File: src/design/srarq_pkg.sv
`default_nettype none
package srarq_pkg;

  // operation codes of an input item
  localparam logic [1:0] OP_SEND = 2'd0;
  localparam logic [1:0] OP_RX   = 2'd1;
  localparam logic [1:0] OP_TICK = 2'd2;

  // result kinds
  localparam logic [1:0] KIND_DATA  = 2'd0;
  localparam logic [1:0] KIND_ACK   = 2'd1;
  localparam logic [1:0] KIND_CHUNK = 2'd2;
  localparam logic [1:0] KIND_FULL  = 2'd3;

  // ack packets carry a fixed body
  localparam logic [63:0] ACK_DATA  = 64'h0101010101010101;
  localparam logic [15:0] ACK_CHECK = 16'hfbfb;

  // register index of timeout_ticks (paddr bit 2)
  localparam logic REG_TIMEOUT = 1'b0;
  localparam logic [15:0] TIMEOUT_RESET = 16'd3;

  // widest slot number the queue entry carries
  localparam int SLOT_W_MAX = 8;

  typedef struct packed {
    logic [1:0]  op;
    logic [63:0] payload;
    logic        end_mark;
    logic [15:0] rx_seq;
    logic        rx_is_ack;
    logic [15:0] rx_check;
  } item_in_t;

  typedef struct packed {
    logic [1:0]  kind;
    logic [15:0] seq;
    logic [15:0] check;
    logic [63:0] data;
    logic        msg_end;
    logic        last;
  } result_t;

  // classified item between front and back
  typedef struct packed {
    logic [1:0]            op;
    logic [63:0]           payload;
    logic                  end_mark;
    logic [15:0]           rx_seq;
    logic                  rx_is_ack;
    logic [15:0]           csum;
    logic                  csum_ok;
    logic [SLOT_W_MAX-1:0] rx_slot;
  } qent_t;

  // ones-complement checksum over four little-endian words
  function automatic logic [15:0] csum(input logic [63:0] p);
    logic [17:0] s;
    logic [16:0] f1;
    logic [16:0] f2;
    s  = 18'(p[15:0]) + 18'(p[31:16]) + 18'(p[47:32]) + 18'(p[63:48]);
    f1 = 17'(s[15:0]) + 17'(s[17:16]);
    f2 = 17'(f1[15:0]) + 17'(f1[16]);
    return ~f2[15:0];
  endfunction

endpackage
`default_nettype wire

File: src/design/srarq_ram.sv
`default_nettype none
module srarq_ram #(
  parameter int WIDTH = 65,
  parameter int DEPTH = 16
) (
  input  wire logic                     clk,
  input  wire logic                     we,
  input  wire logic [$clog2(DEPTH)-1:0] waddr,
  input  wire logic [WIDTH-1:0]         wdata,
  input  wire logic                     re,
  input  wire logic [$clog2(DEPTH)-1:0] raddr,
  output logic [WIDTH-1:0]              rdata
);

  logic [WIDTH-1:0] mem [DEPTH];

  // one write port, one registered read port
  always_ff @(posedge clk) begin
    if (we) begin
      mem[waddr] <= wdata;
    end
    if (re) begin
      rdata <= mem[raddr];
    end
  end

endmodule
`default_nettype wire

File: src/design/srarq_front.sv
`default_nettype none
module srarq_front #(
  parameter int WINDOW = 16
) (
  input  wire logic                clk,
  input  wire logic                rst,
  input  wire logic                in_valid,
  output logic                     in_stall,
  input  wire srarq_pkg::item_in_t in_item,
  output logic                     push,
  output srarq_pkg::qent_t         push_ent,
  input  wire logic                q_full
);

  localparam logic [31:0] RECIP = 32'((64'd1 << 32) / WINDOW);
  localparam logic [16:0] WIN17 = 17'(WINDOW);

  typedef enum logic [2:0] {
    F_IDLE = 3'b001,
    F_CALC = 3'b010,
    F_PUSH = 3'b100
  } fstate_t;

  fstate_t             state;
  srarq_pkg::item_in_t item;
  logic [15:0]         csum_r;
  logic [47:0]         prod;

  logic [15:0] quot;
  logic [16:0] rem;
  logic [16:0] slot;

  // slot = rx_seq mod WINDOW via reciprocal, one correction step
  always_comb begin
    quot = prod[47:32];
    rem  = {1'b0, item.rx_seq} - 17'(32'(quot) * 32'(WINDOW));
    slot = (rem >= WIN17) ? (rem - WIN17) : rem;
  end

  assign in_stall = (state != F_IDLE);
  assign push     = (state == F_PUSH) && !q_full;

  always_comb begin
    push_ent.op        = item.op;
    push_ent.payload   = item.payload;
    push_ent.end_mark  = item.end_mark;
    push_ent.rx_seq    = item.rx_seq;
    push_ent.rx_is_ack = item.rx_is_ack;
    push_ent.csum      = csum_r;
    push_ent.csum_ok   = (csum_r == item.rx_check);
    push_ent.rx_slot   = slot[srarq_pkg::SLOT_W_MAX-1:0];
  end

  // accept, compute checksum and quotient, hand over to the queue
  always_ff @(posedge clk) begin
    if (rst) begin
      state <= F_IDLE;
    end else begin
      case (state)
        F_IDLE: begin
          if (in_valid) begin
            item  <= in_item;
            state <= F_CALC;
          end
        end
        F_CALC: begin
          csum_r <= srarq_pkg::csum(item.payload);
          prod   <= 48'(item.rx_seq) * 48'(RECIP);
          state  <= F_PUSH;
        end
        F_PUSH: begin
          if (!q_full) begin
            state <= F_IDLE;
          end
        end
        default: state <= F_IDLE;
      endcase
    end
  end

endmodule
`default_nettype wire

File: src/design/srarq_queue.sv
`default_nettype none
module srarq_queue (
  input  wire logic             clk,
  input  wire logic             rst,
  input  wire logic             push,
  input  wire srarq_pkg::qent_t push_ent,
  output logic                  full,
  input  wire logic             pop,
  output srarq_pkg::qent_t      head,
  output logic                  not_empty
);

  srarq_pkg::qent_t ent [2];
  logic             wr_ptr;
  logic             rd_ptr;
  logic [1:0]       count;

  assign full      = (count == 2'd2);
  assign not_empty = (count != 2'd0);
  assign head      = ent[rd_ptr];

  // two-entry queue between front and back
  always_ff @(posedge clk) begin
    if (push) begin
      ent[wr_ptr] <= push_ent;
    end
    if (rst) begin
      wr_ptr <= 1'b0;
      rd_ptr <= 1'b0;
      count  <= 2'd0;
    end else begin
      if (push) begin
        wr_ptr <= !wr_ptr;
      end
      if (pop) begin
        rd_ptr <= !rd_ptr;
      end
      if (push && !pop) begin
        count <= count + 2'd1;
      end else if (pop && !push) begin
        count <= count - 2'd1;
      end
    end
  end

endmodule
`default_nettype wire

File: src/design/srarq_back.sv
`default_nettype none
module srarq_back #(
  parameter int WINDOW = 16
) (
  input  wire logic             clk,
  input  wire logic             rst,
  input  wire logic [15:0]      timeout_ticks,
  input  wire srarq_pkg::qent_t head,
  input  wire logic             not_empty,
  output logic                  pop,
  output logic                  out_valid,
  input  wire logic             out_stall,
  output srarq_pkg::result_t    out_item
);

  localparam int SW = $clog2(WINDOW);
  localparam int CW = $clog2(WINDOW + 1);
  localparam logic [SW-1:0] LAST_SLOT = SW'(WINDOW - 1);
  localparam logic [15:0]   WIN16     = 16'(WINDOW);
  localparam logic [CW-1:0] WINC      = CW'(WINDOW);

  typedef enum logic [10:0] {
    B_IDLE     = 11'b00000000001,
    B_DISPATCH = 11'b00000000010,
    B_SEND     = 11'b00000000100,
    B_RXD      = 11'b00000001000,
    B_RXOLD    = 11'b00000010000,
    B_DLV_CHK  = 11'b00000100000,
    B_DLV_EMIT = 11'b00001000000,
    B_SLIDE    = 11'b00010000000,
    B_TICK_RD  = 11'b00100000000,
    B_TICK_EV  = 11'b01000000000,
    B_FLUSH    = 11'b10000000000
  } bstate_t;

  bstate_t          state;
  srarq_pkg::qent_t cur;
  logic [15:0]      tx_base;
  logic [15:0]      next_send_seq;
  logic [15:0]      rx_base;
  logic [15:0]      tick_count;
  logic [SW-1:0]    sb_slot;
  logic [SW-1:0]    ns_slot;
  logic [SW-1:0]    rb_slot;
  logic [WINDOW-1:0] flag_out;
  logic [WINDOW-1:0] flag_ack;
  logic [WINDOW-1:0] recv_valid;
  logic [15:0]      scan_q;
  logic [SW-1:0]    scan_slot;
  logic [CW-1:0]    remain;
  logic [CW-1:0]    dcount;
  srarq_pkg::result_t pend;
  logic             pend_valid;

  // memory ports
  logic          st_we, st_re, tm_we, tm_re, rv_we, rv_re;
  logic [SW-1:0] st_waddr, tm_waddr, rv_waddr, rv_raddr;
  logic [64:0]   st_rdata, rv_rdata;
  logic [15:0]   tm_rdata;

  srarq_ram #(.WIDTH(65), .DEPTH(WINDOW)) u_send_store (
    .clk(clk), .we(st_we), .waddr(st_waddr), .wdata({cur.end_mark, cur.payload}),
    .re(st_re), .raddr(scan_slot), .rdata(st_rdata)
  );

  srarq_ram #(.WIDTH(16), .DEPTH(WINDOW)) u_send_timers (
    .clk(clk), .we(tm_we), .waddr(tm_waddr), .wdata(tick_count),
    .re(tm_re), .raddr(scan_slot), .rdata(tm_rdata)
  );

  srarq_ram #(.WIDTH(65), .DEPTH(WINDOW)) u_recv_store (
    .clk(clk), .we(rv_we), .waddr(rv_waddr), .wdata({cur.end_mark, cur.payload}),
    .re(rv_re), .raddr(rv_raddr), .rdata(rv_rdata)
  );

  // next slot for a sequence number; wraps to 0 after the last slot or when the number wraps
  function automatic logic [SW-1:0] slot_inc(input logic [15:0] seq,
                                             input logic [SW-1:0] s);
    logic [SW-1:0] r;
    if (seq == 16'hffff || s == LAST_SLOT) begin
      r = '0;
    end else begin
      r = s + SW'(1);
    end
    return r;
  endfunction

  logic [15:0]   outstanding;
  logic [15:0]   d_recv, back_d, d_send;
  logic [SW-1:0] cur_slot;
  logic          win_full;
  logic          out_free, can_emit, emit, flush_go, out_load;
  logic          timed;
  logic          dlv_more;
  logic          scan_live;
  srarq_pkg::result_t res;

  always_comb begin
    outstanding = next_send_seq - tx_base;
    d_recv      = cur.rx_seq - rx_base;
    back_d      = rx_base - cur.rx_seq;
    d_send      = cur.rx_seq - tx_base;
    cur_slot    = cur.rx_slot[SW-1:0];
    win_full    = (outstanding >= WIN16);
    out_free    = !out_valid || !out_stall;
    can_emit    = !pend_valid || out_free;
    timed       = ((tick_count - tm_rdata) >= timeout_ticks);
    dlv_more    = (dcount != WINC) && recv_valid[rb_slot];
    scan_live   = (remain != '0) && flag_out[scan_slot] && !flag_ack[scan_slot];
  end

  // result produced in the current state
  always_comb begin
    emit     = 1'b0;
    flush_go = 1'b0;
    res      = '0;
    case (state)
      B_SEND: begin
        emit = can_emit;
        if (win_full) begin
          res.kind = srarq_pkg::KIND_FULL;
          res.seq  = next_send_seq;
        end else begin
          res.kind    = srarq_pkg::KIND_DATA;
          res.seq     = next_send_seq;
          res.check   = cur.csum;
          res.data    = cur.payload;
          res.msg_end = cur.end_mark;
        end
      end
      B_RXD, B_RXOLD: begin
        emit      = can_emit;
        res.kind  = srarq_pkg::KIND_ACK;
        res.seq   = cur.rx_seq;
        res.check = srarq_pkg::ACK_CHECK;
        res.data  = srarq_pkg::ACK_DATA;
      end
      B_DLV_EMIT: begin
        emit        = can_emit;
        res.kind    = srarq_pkg::KIND_CHUNK;
        res.seq     = rx_base;
        res.data    = rv_rdata[63:0];
        res.msg_end = rv_rdata[64];
      end
      B_TICK_EV: begin
        emit        = timed && can_emit;
        res.kind    = srarq_pkg::KIND_DATA;
        res.seq     = scan_q;
        res.check   = srarq_pkg::csum(st_rdata[63:0]);
        res.data    = st_rdata[63:0];
        res.msg_end = st_rdata[64];
      end
      B_FLUSH: begin
        flush_go = pend_valid && out_free;
      end
      default: begin
        emit = 1'b0;
      end
    endcase
    out_load = (emit && pend_valid) || flush_go;
  end

  // memory control
  always_comb begin
    st_we    = (state == B_SEND) && can_emit && !win_full;
    st_waddr = ns_slot;
    tm_we    = st_we || ((state == B_TICK_EV) && emit);
    tm_waddr = (state == B_SEND) ? ns_slot : scan_slot;
    st_re    = (state == B_TICK_RD) && scan_live;
    tm_re    = st_re;
    rv_we    = (state == B_RXD) && can_emit;
    rv_waddr = cur_slot;
    rv_re    = (state == B_DLV_CHK) && dlv_more;
    rv_raddr = rb_slot;
  end

  assign pop = (state == B_IDLE) && not_empty;

  // output register and pending result; last is set once the item is done
  always_ff @(posedge clk) begin
    if (emit) begin
      pend <= res;
    end
    if (out_load) begin
      out_item      <= pend;
      out_item.last <= flush_go;
    end
    if (rst) begin
      pend_valid <= 1'b0;
      out_valid  <= 1'b0;
    end else begin
      if (emit) begin
        pend_valid <= 1'b1;
      end else if (flush_go) begin
        pend_valid <= 1'b0;
      end
      if (out_load) begin
        out_valid <= 1'b1;
      end else if (!out_stall) begin
        out_valid <= 1'b0;
      end
    end
  end

  // sequencer
  always_ff @(posedge clk) begin
    if (rst) begin
      state         <= B_IDLE;
      tx_base       <= '0;
      next_send_seq <= '0;
      rx_base       <= '0;
      tick_count    <= '0;
      sb_slot       <= '0;
      ns_slot       <= '0;
      rb_slot       <= '0;
      flag_out      <= '0;
      flag_ack      <= '0;
      recv_valid    <= '0;
    end else begin
      case (state)
        B_IDLE: begin
          if (not_empty) begin
            cur   <= head;
            state <= B_DISPATCH;
          end
        end
        B_DISPATCH: begin
          case (cur.op)
            srarq_pkg::OP_SEND: state <= B_SEND;
            srarq_pkg::OP_RX: begin
              if (!cur.csum_ok) begin
                state <= B_IDLE;
              end else if (!cur.rx_is_ack) begin
                if (d_recv < WIN16) begin
                  state <= B_RXD;
                end else if (back_d >= 16'd1 && back_d <= WIN16) begin
                  state <= B_RXOLD;
                end else begin
                  state <= B_IDLE;
                end
              end else if (d_send < outstanding) begin
                flag_ack[cur_slot] <= 1'b1;
                state <= B_SLIDE;
              end else begin
                state <= B_IDLE;
              end
            end
            srarq_pkg::OP_TICK: begin
              tick_count <= tick_count + 16'd1;
              scan_q     <= tx_base;
              scan_slot  <= sb_slot;
              remain     <= CW'(outstanding);
              state      <= B_TICK_RD;
            end
            default: state <= B_IDLE;
          endcase
        end
        B_SEND: begin
          if (can_emit) begin
            if (!win_full) begin
              flag_out[ns_slot] <= 1'b1;
              flag_ack[ns_slot] <= 1'b0;
              next_send_seq     <= next_send_seq + 16'd1;
              ns_slot           <= slot_inc(next_send_seq, ns_slot);
            end
            state <= B_FLUSH;
          end
        end
        B_RXD: begin
          if (can_emit) begin
            recv_valid[cur_slot] <= 1'b1;
            dcount <= '0;
            state  <= B_DLV_CHK;
          end
        end
        B_RXOLD: begin
          if (can_emit) begin
            state <= B_FLUSH;
          end
        end
        B_DLV_CHK: begin
          state <= dlv_more ? B_DLV_EMIT : B_FLUSH;
        end
        B_DLV_EMIT: begin
          if (can_emit) begin
            recv_valid[rb_slot] <= 1'b0;
            rx_base   <= rx_base + 16'd1;
            rb_slot   <= slot_inc(rx_base, rb_slot);
            dcount    <= dcount + CW'(1);
            state     <= B_DLV_CHK;
          end
        end
        B_SLIDE: begin
          if (outstanding == 16'd0 || !flag_ack[sb_slot]) begin
            state <= B_IDLE;
          end else begin
            flag_out[sb_slot] <= 1'b0;
            flag_ack[sb_slot] <= 1'b0;
            tx_base   <= tx_base + 16'd1;
            sb_slot   <= slot_inc(tx_base, sb_slot);
          end
        end
        B_TICK_RD: begin
          if (remain == '0) begin
            state <= B_FLUSH;
          end else if (scan_live) begin
            state <= B_TICK_EV;
          end else begin
            scan_q    <= scan_q + 16'd1;
            scan_slot <= slot_inc(scan_q, scan_slot);
            remain    <= remain - CW'(1);
          end
        end
        B_TICK_EV: begin
          if (!timed || can_emit) begin
            scan_q    <= scan_q + 16'd1;
            scan_slot <= slot_inc(scan_q, scan_slot);
            remain    <= remain - CW'(1);
            state     <= B_TICK_RD;
          end
        end
        B_FLUSH: begin
          if (!pend_valid || out_free) begin
            state <= B_IDLE;
          end
        end
        default: state <= B_IDLE;
      endcase
    end
  end

endmodule
`default_nettype wire

File: src/design/selective_repeat_arq_endpoint.sv
// flow: the front accepts an item, computes its checksum and slot (F_CALC) and pushes
//   it into the queue (F_PUSH); the back pops it, dispatches it, emits each result into
//   a pending register, and a final flush loads the last one into the output register
// the front takes a new item once the last one is pushed, while the back is still busy;
//   delivered chunks, tick scans, ack slides and output stalls all lengthen an item
// reset: synchronous rst clears window counters, flags and the queue; timeout_ticks = 3
`default_nettype none
module selective_repeat_arq_endpoint #(
  parameter int WINDOW = 16
) (
  input  wire logic                clk,
  input  wire logic                rst,
  input  wire logic                in_valid,
  output logic                     in_stall,
  input  wire srarq_pkg::item_in_t in_item,
  output logic                     out_valid,
  input  wire logic                out_stall,
  output srarq_pkg::result_t       out_item,
  input  wire logic                psel,
  input  wire logic                penable,
  input  wire logic                pwrite,
  input  wire logic [2:0]          paddr,
  input  wire logic [31:0]         pwdata,
  output logic [31:0]              prdata,
  output logic                     pready
);

  logic [15:0]      timeout_ticks;
  logic             push, q_full, pop, not_empty;
  srarq_pkg::qent_t push_ent, head;

  // configuration register
  assign pready = 1'b1;
  assign prdata = (paddr[2] == srarq_pkg::REG_TIMEOUT) ? {16'd0, timeout_ticks} : 32'd0;

  always_ff @(posedge clk) begin
    if (rst) begin
      timeout_ticks <= srarq_pkg::TIMEOUT_RESET;
    end else if (psel && penable && pwrite && paddr[2] == srarq_pkg::REG_TIMEOUT) begin
      timeout_ticks <= pwdata[15:0];
    end
  end

  srarq_front #(.WINDOW(WINDOW)) u_front (
    .clk(clk), .rst(rst), .in_valid(in_valid), .in_stall(in_stall), .in_item(in_item),
    .push(push), .push_ent(push_ent), .q_full(q_full)
  );

  srarq_queue u_queue (
    .clk(clk), .rst(rst), .push(push), .push_ent(push_ent), .full(q_full),
    .pop(pop), .head(head), .not_empty(not_empty)
  );

  srarq_back #(.WINDOW(WINDOW)) u_back (
    .clk(clk), .rst(rst), .timeout_ticks(timeout_ticks), .head(head),
    .not_empty(not_empty), .pop(pop), .out_valid(out_valid), .out_stall(out_stall),
    .out_item(out_item)
  );

endmodule
`default_nettype wire
File: config.mk
export PLATFORM = sky130hd
export DESIGN_NAME = selective_repeat_arq_endpoint
export DESIGN_NICKNAME = d
export VERILOG_FILES = /design/src/design/srarq_pkg.sv /design/src/design/srarq_ram.sv /design/src/design/srarq_front.sv /design/src/design/srarq_queue.sv /design/src/design/srarq_back.sv /design/src/design/selective_repeat_arq_endpoint.sv
export SDC_FILE = /design/constraint.sdc
export NUM_CORES = 2
export LEC_CHECK = 0
export ABC_AREA = 0
export BUFFER_PORTS_ARGS = -buffer_cell sky130_fd_sc_hd__buf_2
export CAP_MARGIN = 20
export CELL_PAD_IN_SITES_DETAIL_PLACEMENT = 1
export CELL_PAD_IN_SITES_GLOBAL_PLACEMENT = 2
export CORE_MARGIN = 2
export CORE_UTILIZATION = 49
export CTS_CLUSTER_SIZE = 25
export DETAILED_ROUTE_END_ITERATION = 8
export GPL_TIMING_DRIVEN = 0
export PLACE_DENSITY_LB_ADDON = 0.1
export SLEW_MARGIN = 10
export SYNTH_ARGS = -nofsm -noshare
export SYNTH_HDL_FRONTEND = slang
export SYNTH_SLANG_ARGS = --single-unit
File: constraint.sdc
create_clock -name clk -period 19.49 [get_ports clk]
set_input_delay 4.8725 -clock clk [delete_from_list [all_inputs] [get_ports clk]]
set_output_delay 4.8725 -clock clk [all_outputs]
set_load 0.005 [all_outputs]
==> summary.md <==
| Metric | Value |
|---|---|
| Fin worst setup slack | a little under 9 ns |
| Synth-to-layout area growth | 16.7% |
| Register share of total power | 52.7% |
| Clock Path Buffers | 4 |
| TritonCTS clock tree | done |
| Area leader, netlist | edfxtp_1 |
| Largest family of logic cells by synthesized area | multiplexers |
| Clk_skew | between 0.05 and 0.06 ns |
| RR Startpoint | u_back.u_send_store.rdata[0] |
| Largest net degree at the start of global routing | just over 60 |
| Top cell type's share of synthesized area | a little over two thirds |
| Dpl cells | 11100 |
| Total setup buffers inserted after CTS | 0 |
| Wire length per cell | around 34 um |
| Cts bufs inserted | 348 |
| 1st-iter DRT viols | 7768 |
| Post-CTS Resized | 0 |
| Worst Hold Class | flop to flop |
| CP arrival | 5.79 ns |
| Count leader, synth | edfxtp_1 |
| Global placer's final weighted congestion | about 0.87 |
| Comb power frac | around 4.8% |
| CP cell instances | clkbuf_1 > clkbuf_1 > nor2_1 > buf_2 |
| Power Density | ~100 nW/um^2 |
| Maxcap violations | 0 |
| Most frequent CP cell | clkbuf_1 |
| Cell Area, Synth | 133000 um^2 |
| CTS Hold Buffers Added | 0 |
| Delay-heaviest family, CP | buffers and inverters |
| Worst Path Max Fanout | 10 |
| Vias in the first global route | about 74000 |
| Non-Filler Instances | approximately 12000 |
| Max Slew Vio Count | 0 |
| Final hold viol count | 0 |
| Final setup viols | 0 |
| Synth Area in Compound Gates | under 10% |
| Worst slew pin tran | between 1 and 1.5 ns |
| Post-synth EDFFs | 3130 |
| CP Capture Type | output port |
| Sinks on Clock Net | ~3300 |
| CP Data Required Time | 14.62 ns |
| Critical Path Start | paddr[2] |
| Crit path time final | around 11 ns |
| GRT Util Overall | between 20% and 30% |
| Clk Tree Root Cell | clkbuf_16 |
| Asr flop ratio synth | 0% |
| IO buf count | 240 |
| WS Path Type | input port to output port |
| Chip Height | 525 um |
| Routed wire length | roughly 400000 um |
| Internal Pwr Total | 12.0 mW |
| Core area | between 200000 and 300000 um^2 |
| Synth cell count leaders | edfxtp_1 (3130), mux4_2 (741), nand2_1 (328) |
| DRC errors left | 0 |
| Post-Synth Simple-Gate Area | under 10% |
| Num rows | roughly 190 |
| Initial antenna violation count | 22 |
| Share of layout cells above drive strength 1 | 25.2% |
| Seq/Total Area, Yosys | approximately three quarters |
| Vias post-DR | 72100 |
| Netlist cell types | 100 |
| CTS clk-pin slew, worst paths | approximately 0.06 ns |
| Adder-cell share of the synthesized area | about 2.5% |
| Final net count | slightly above 8000 |
| DP Worst Slack | 8.79 ns |
| Sw Pwr | between 3 and 4 mW |
| Yosys reg bits | roughly 3300 |
| HP Start | u_back.pend[74] |
| DR vias/cell | about 6 |
| Fillers | 23600 |
| Clk_lat worst skew | around 0.95 ns |
| Status | completed |
| P_leak | just over 50 nW |
| Max incr delay on CP | 0.41 ns |
| Dpl hpwl | 280000 um |
| Synth top area cells | edfxtp_1 (71%), mux4_2 (13%), dfxtp_1 (2.4%) |
| First-pass GRT wire length | between 500000 and 600000 um |
| I/O Pins | approximately 280 |
| Clock power share | ~43% |
| RSZ-0062 raised after global routing | false |
| Synth Instances | about 7000 |
| Routed Antenna Nets | 0 |
| Die width | ~520 um |
| Post-synth top flop | edfxtp_1 |
| Syn_area_per_cell | 19.0 um^2 |
| Crit path buf inv count | 3 |
| Worst Hold Margin | just over 0.4 ns |
| YS warnings | 0 |
| Relative slew margins | a little under a fifth |
| Initial Util | about half |
| Pwr Total | 15.4 mW |
| Slowest-stage cell, CP | clkbuf_1 |
| Die ar. | about 280000 um^2 |
| Final period util | 54.7% |
| Post-synthesis mux area share | 13.5% |
| Total gr overflow | 0 |
| DR pass1 iterations | 6 |
| Startpoint types | input port |
| Xor/xnor cell area share of the yosys netlist | ~1.3% |
| Net Sw Frac | a little under a quarter |
| Peak VDD IR | about 0.081 mV |
| Fmax | between 90 and 100 MHz |
| H-tree depth | 5 |
-- cells in the final DEF, fill, tap and decap left out, types with 30 or more instances in the layout --
cell and n:
mux4_2 741, o21ai_0 101, ha_1 200, xnor2_1 124, fa_1 42, a22oi_1 80, a21oi_1 178, buf_16 41
buf_12 87, buf_2 275, clkinv_2 54, nor2_1 222, nand3_1 91, edfxtp_1 3130, nand2_1 328, buf_6 38
a211oi_1 30, nor3_1 64, nand4_1 46, mux2_2 104, dfxtp_1 160, buf_1 39, buf_4 94, clkbuf_1 294
inv_1 318, clkinv_1 75, buf_8 44, a21o_1 39, xor2_1 71, clkbuf_16 360
-- worst reg2reg max path: cells and delay by family, from the launching register on --
family | cells | cell delay, ns
multiplexers | 1 | 0.13
flip-flops | 1 | 0.55
AO/OA/AOI/OAI | 9 | 1.91
adder cells (fa/ha/maj) | 8 | 2.25
buffers and inverters | 4 | 0.42
XOR/XNOR | 2 | 0.79
AND/OR/NAND/NOR | 14 | 3.39
-- final timing paths --
check        slack (ns)  depth (start not counted)             endpoint
min                0.41                          0  u_back.out_item[74]
max reg2reg        9.75                         38      u_back.pend[78]
min reg2reg        0.41                          0  u_back.out_item[74]
max                8.82                          4            prdata[5]
-- kinds of logic after synthesis --
kind of cell,after synthesis
buf+inv,636
xor+xnor,195
mux,857
other cells,2
compound gates,727
simple gates,1037
flops,3290
fa+ha+maj,244
-- power groups by stage --
stage	Sequential [mW]	Clock, mW	Combinational (mW)
after floorplan	8.23	0	0.393
after global placement	8.35	0	0.574
after detailed placement	8.36	0	0.602
after CTS	8.21	6.65	0.607
after global routing	8.14	6.90	0.802
final	8.13	6.56	0.739
-- flip-flops by register name (all words and copies together), names as in the netlist, 65 cells and up --
| register | cells |
|---|---|
| u_front.push_ent | 84 |
| u_queue.ent | 202 |
| u_back.u_send_store.mem | 1040 |
| u_back.u_recv_store.rdata | 65 |
| u_back.u_send_timers.mem | 256 |
| u_back.cur | 101 |
| u_back.pend | 99 |
| u_back.u_recv_store.mem | 1040 |
| u_back.out_item | 100 |
| u_back.u_send_store.rdata | 65 |
-- area by class of cell --
| type | count | area, um^2 | area share, % |
|---|---|---|---|
| buffer | 314 | 1330 | 0.856 |
| tap | 3570 | 4470 | 2.88 |
| inverter | 322 | 1230 | 0.793 |
| clock buffer | 445 | 9240 | 5.96 |
| timing repair buffer | 547 | 5990 | 3.87 |
| antenna | 4 | 10.0 | 0.00646 |
| multi-input combinational | 3077 | 33500 | 21.6 |
| sequential | 3290 | 97200 | 62.7 |
| clock inverter | 197 | 1930 | 1.25 |
-- metal layers --
layer  share of wire [%]  up-vias  track usage (%)
met5               0.024        -                0
met4                 3.4       14             9.21
met3                 6.9      569             4.58
li1                    -    30000                -
met1                  41    38600             40.0
met2                  49     2914             47.2
-- metrics by stage --
step / TNS, ns / cell area (um^2) / utilization [%]
floorplan: 0 / 133000 / -
global placement: -247.63 / 139000 / 51.2
detailed placement: 0 / 143000 / 52.8
CTS: 0 / 154000 / 56.9
global route: 0 / 155000 / 57.3
finish: 0 / 155000 / 57.3
(Power assumes the default switching activity.)
